$ cat src/rtl/bfir_pkg.sv
package bfir_pkg;

  // Register sizes and limits
  localparam int unsigned REG_W       = 11;
  localparam int unsigned CFG_IDX_W   = 2;
  localparam int unsigned SIZE_LIMIT  = 1024;
  localparam int unsigned REG_RESET   = 256;

  localparam logic [CFG_IDX_W-1:0] REG_IN_WIDTH   = 2'd0;
  localparam logic [CFG_IDX_W-1:0] REG_IN_HEIGHT  = 2'd1;
  localparam logic [CFG_IDX_W-1:0] REG_OUT_WIDTH  = 2'd2;
  localparam logic [CFG_IDX_W-1:0] REG_OUT_HEIGHT = 2'd3;

  // Image store
  localparam int unsigned PIX_W       = 32;
  localparam int unsigned IMG_DEPTH   = 65536;
  localparam int unsigned IMG_ADDR_W  = $clog2(IMG_DEPTH);

  // Load index spans the largest source image
  localparam int unsigned LOAD_W      = 20;
  localparam int unsigned TOTAL_W     = LOAD_W + 1;

  // Output coordinates
  localparam int unsigned COORD_W     = 10;

  // Serial divider
  localparam int unsigned DIV_NUM_W   = 27;
  localparam int unsigned DIV_DEN_W   = 13;
  localparam int unsigned DIV_CNT_W   = $clog2(DIV_NUM_W);

  // Fixed-point step
  localparam int unsigned FRAC_W      = 16;
  localparam int unsigned STEP_W      = DIV_NUM_W;
  localparam int unsigned BASE_W      = STEP_W + COORD_W;

  // Sample address and per-lane accumulation
  localparam int unsigned SADDR_W     = 22;
  localparam int unsigned LANES       = 4;
  localparam int unsigned LANE_W      = 8;
  localparam int unsigned ACC_W       = LANE_W + 2;

  typedef logic [REG_W-1:0] size_t;

  // Zero acts as one, anything above the limit acts as the limit
  function automatic size_t eff_size(input size_t v);
    size_t r;
    if (v == '0) begin
      r = size_t'(1);
    end else if (v > size_t'(SIZE_LIMIT)) begin
      r = size_t'(SIZE_LIMIT);
    end else begin
      r = v;
    end
    return r;
  endfunction

endpackage

$ cat src/rtl/bfir_div.sv
module bfir_div (
  input  logic                           clk_i,
  input  logic                           rst_ni,
  input  logic                           start_i,
  input  logic [bfir_pkg::DIV_NUM_W-1:0] num_i,
  input  logic [bfir_pkg::DIV_DEN_W-1:0] den_i,
  output logic                           done_o,
  output logic [bfir_pkg::DIV_NUM_W-1:0] quo_o
);
  import bfir_pkg::*;

  logic                 busy_q;
  logic                 done_q;
  logic [DIV_CNT_W-1:0] cnt_q;
  logic [DIV_DEN_W-1:0] den_q;
  logic [DIV_DEN_W-1:0] rem_q;
  logic [DIV_NUM_W-1:0] quo_q;
  logic [DIV_DEN_W:0]   rem_shift;
  logic [DIV_DEN_W:0]   rem_diff;
  logic                 qbit;

  // One quotient bit per cycle, restoring
  assign rem_shift = {rem_q, quo_q[DIV_NUM_W-1]};
  assign rem_diff  = rem_shift - {1'b0, den_q};
  assign qbit      = rem_shift >= {1'b0, den_q};

  always_ff @(posedge clk_i or negedge rst_ni) begin
    if (!rst_ni) begin
      busy_q <= 1'b0;
      done_q <= 1'b0;
      cnt_q  <= '0;
    end else begin
      done_q <= 1'b0;
      if (start_i) begin
        busy_q <= 1'b1;
        cnt_q  <= '0;
      end else if (busy_q) begin
        cnt_q <= cnt_q + DIV_CNT_W'(1);
        if (cnt_q == DIV_CNT_W'(DIV_NUM_W - 1)) begin
          busy_q <= 1'b0;
          done_q <= 1'b1;
        end
      end
    end
  end

  always_ff @(posedge clk_i) begin
    if (start_i) begin
      den_q <= den_i;
      rem_q <= '0;
      quo_q <= num_i;
    end else if (busy_q) begin
      rem_q <= qbit ? rem_diff[DIV_DEN_W-1:0] : rem_shift[DIV_DEN_W-1:0];
      quo_q <= {quo_q[DIV_NUM_W-2:0], qbit};
    end
  end

  assign done_o = done_q;
  assign quo_o  = quo_q;

endmodule

$ cat config.mk
export PLATFORM = sky130hd
export DESIGN_NAME = bfir_div
export DESIGN_NICKNAME = d
export VERILOG_FILES = /design/src/rtl/bfir_pkg.sv /design/src/rtl/bfir_div.sv
export SDC_FILE = /design/constraint.sdc
export NUM_CORES = 1
export LEC_CHECK = 0
export BUFFER_PORTS_ARGS = -buffer_cell sky130_fd_sc_hd__buf_2
export CORE_ASPECT_RATIO = 1.75
export CORE_MARGIN = 2
export CORE_UTILIZATION = 35
export CTS_CLUSTER_SIZE = 30
export DETAILED_ROUTE_END_ITERATION = 6
export SKIP_LAST_GASP = 1
export SYNTH_ARGS = -nofsm -noshare
export SYNTH_HDL_FRONTEND = slang
export SYNTH_SLANG_ARGS = --single-unit
$ cat constraint.sdc
create_clock -name clk_i -period 2.99 [get_ports clk_i]
set_clock_uncertainty 0.2 [all_clocks]
set_input_delay 0.598 -clock clk_i [delete_from_list [all_inputs] [get_ports clk_i]]
set_output_delay 0.598 -clock clk_i [all_outputs]
set_load 0.01 [all_outputs]
==> qor.yml <==
outcome:
  outcome: "complete, no violations"
sta:
  rsz0062_at_grt: "no"
  fin_crit_sh_pct: 90.6
  slew_headroom_pct: 57.0
  fmax_mhz: 369
  tightest_slew_ps: 645
  holdWs_ps: 244
  period_needed_ps: 2710
  finalSetupViolCount: 0
  hold_viol: 0
  drv_slew: 0
  setup-tns-final_ps: 0
final_layout:
  antenna_cells: 0
  final_layout_size_suffix_gt1_share_pct: 36.0
  syn_to_final_growth_pct: 24.9
  fin_util_pct: 44.5
  nNetsFinal: 418
  finish.instance_area_mm2: 0.00400
place:
  portBuffers: 70
  place_area_mm2: 0.00372
  routabilityCongestion: 0.921
  dp_hpwl_mm: 5.42
routing:
  routedWlPerCell_um: 15.0
  dr.pass1.iters: 4
  vias: 2462
  drt-vias-per-instance: 5.09
  wirelength_mm: 7.25
  antenna_left: 0
  drt-initial-drc-count: 92
  drc_errors: 0
critical_path:
  startpoint: "quo_o[26]"
  path_cells: "inv_1 > ha_1 > fa_1 > nor2b_4 > o31a_1 > o31ai_4 > a21o_1 > buf_4 > nand3_1 > a311oi_1"
  cp_top_family: "compound AO/OA/AOI/OAI gates"
  crit_path_end: "rem_q[9]"
  slowest_stage: "edfxtp_1"
  crit_type: "flop to flop"
  crit_buf_inv: 2
  slowest_delay_ps: 400
  end_kind: "flop"
  cp_max_fo: 7
  r2r_cells: 10
  reg2reg_setup_slack_ps: 280
  cp_data_arrival_time_ps: 2730
  worstReg2RegStart: "quo_o[26]"
  required_ps: 3020
  cp.depth: 10
  r2r-end: "rem_q[9]"
  start_kind: "flop"
grt:
  grt_overflow: 0
  grt_first_pass_wirelength_mm: 11.9
  antenna_found_initial: 0
  grt_usage_pct: 15.4
  grt_max_degree: 35
  grt_pass1_vias: 2581
yosys:
  synth-edff-count: 40
  postSynthNetCount: 340
  yosysUniqueCellTypes: 50
  synth_seq_cells: 60
  synth.avg_cell_area_um2: 11.4
  synth-seq-area-share_pct: 51.1
  ys_warn_count: 0
  syn_area_mm2: 0.00320
  synthFlopType: "edfxtp_1"
  syn_inst: 281
  async_flop_share_pct: 11.7
power_and_ir_drop:
  cellPowerDensity_mw_per_mm2: 793
  p_leak_nw: 1.74
  peakVddDrop_mv: 0.430
flow_run:
  cap_viol_max_count: 0
clocking:
  h-tree-depth: 3
  ctsResizeCount: 0
  cts.sinks: 60
  clkLatencyLatePin_ps: 330
  cts-root-buf: "clkbuf_16"
  tritoncts: "done"
  cts.path.max_buffers: 2
  cts-buffers-inserted: 9
  clk_pin_slew_ps: 50
die:
  initial_utilization_pct: 35.7
  coreArea_mm2: 0.00898
  dieWidth_um: 76.3
  die_y_um: 131
  die_area_mm2: 0.00996
  io_pins: 71
  rows: 46
worst_hold_path:
  min_path_type: "input pin to flop"
-- flip-flops by register name, indices dropped and copies added (netlist names) --
register  flops
quo_o        27
den_q        13
rem_q        13
cnt_q         5
busy_q        1
done_o        1
-- worst min path at each step --
stage | depth (start not counted) | slack, ps | startpoint | to
final | 1 | 240 | den_i[12] | den_q[12]
after global routing | 1 | 230 | den_i[4] | den_q[4]
after CTS | 1 | 230 | den_i[12] | den_q[12]
after detailed placement | 1 | 240 | rst_ni | done_o
after global placement | 1 | 240 | rst_ni | done_o
after floorplan | 0 | 100 | rst_ni | busy_q
-- final cells by class --
type	count	area [µm²]
Clock buffer	11	243
Clock inverter	5	27.5
Fill cell	894	4980
Inverter	18	67.6
Multi-Input combinational cell	189	1440
Sequential cell	60	1640
Tap cell	120	150
Timing Repair Buffer	81	435
-- Yosys cell counts, types with 2 or more instances --
| cell type | instances | share of area, % |
|---|---|---|
| a31oi_1 | 5 | 0.98 |
| nand2b_1 | 2 | 0.39 |
| clkbuf_1 | 11 | 1.3 |
| nor3b_1 | 2 | 0.47 |
| xor2_1 | 6 | 1.6 |
| xnor2_1 | 5 | 1.4 |
| o22ai_1 | 2 | 0.39 |
| nand4_1 | 2 | 0.39 |
| a21o_1 | 6 | 1.4 |
| o21ai_0 | 12 | 1.9 |
| nor2b_1 | 3 | 0.59 |
| nand2_1 | 11 | 1.3 |
| a311oi_1 | 10 | 2.7 |
| nand3_1 | 10 | 1.6 |
| nor2_1 | 22 | 2.6 |
| a21oi_1 | 12 | 1.9 |
| mux2_2 | 28 | 9.8 |
| dfrtp_1 | 7 | 5.5 |
| nor3_1 | 5 | 0.78 |
| ha_1 | 15 | 5.9 |
| or2_2 | 3 | 0.59 |
| buf_4 | 2 | 0.47 |
| dfxtp_1 | 13 | 8.1 |
| mux2i_1 | 2 | 0.63 |
| edfxtp_1 | 40 | 38 |
| inv_1 | 18 | 2.1 |
| nand4b_1 | 2 | 0.55 |
| o31ai_1 | 2 | 0.47 |
| o21a_1 | 2 | 0.47 |
-- cells by family after synthesis --
kind of cell	Yosys count	synth area share (%)
simple gates	70	11.3
compound gates	62	13.7
flops	60	51.1
buf+inv	32	3.99
mux	30	10.5
fa+ha+maj	16	6.49
xor+xnor	11	3.01
-- layer usage --
metal  vias to the layer above  GRT usage [%]  wire length (µm)
met1                      1156           15.5              2820
met5                         -              0                 0
met4                         0           10.1               317
met3                        21           5.15               379
met2                        78           27.1              3730
li1                       1207              -                 -
-- stage by stage --
stage / setup slack [ps] / power, mW / instances
after detailed placement: 291 / 2.24 / 467
after global placement: 375 / 2.23 / 467
final: 280 / 3.17 / 484
after global routing: 84.4 / 3.36 / 484
after floorplan: 494 / 1.93 / 281
after CTS: 278 / 3.19 / 484
-- cell usage in the layout, fill, tap and decap left out, types with 2 or more instances in the layout --
cell | synthesis | routed
a21o_1 | 6 | 6
inv_1 | 18 | 18
o21ai_0 | 12 | 12
buf_2 | 0 | 70
nor3_1 | 5 | 5
nand2_1 | 11 | 11
nand3_1 | 10 | 10
nand4b_1 | 2 | 2
xor2_1 | 6 | 6
o22ai_1 | 2 | 2
mux2i_1 | 2 | 2
a31oi_1 | 5 | 5
nor2b_1 | 3 | 3
edfxtp_1 | 40 | 40
nand4_1 | 2 | 2
a311oi_1 | 10 | 10
o31ai_1 | 2 | 2
clkbuf_16 | 0 | 9
mux2_2 | 28 | 28
nand2b_1 | 2 | 2
nor3b_1 | 2 | 2
clkinv_2 | 0 | 3
dfxtp_1 | 13 | 13
nor2_1 | 22 | 22
ha_1 | 15 | 15
o21a_1 | 2 | 2
or2_2 | 3 | 3
buf_4 | 2 | 10
a21oi_1 | 12 | 12
xnor2_1 | 5 | 5
dfrtp_1 | 7 | 7
-- where the power goes --
group / internal (mW) / switching [mW] / total (mW)
combinational: 0.505 / 0.600 / 1.10
clock: 0.576 / 0.357 / 0.933
sequential: 1.03 / 0.0977 / 1.13
-- repair_timing --
action	4_1_cts	5_1_grt
endpoints found under the hold margin	7	0
hold buffers	1	0
buffers inserted	0	0
Power figures use the tool's default switching activity.
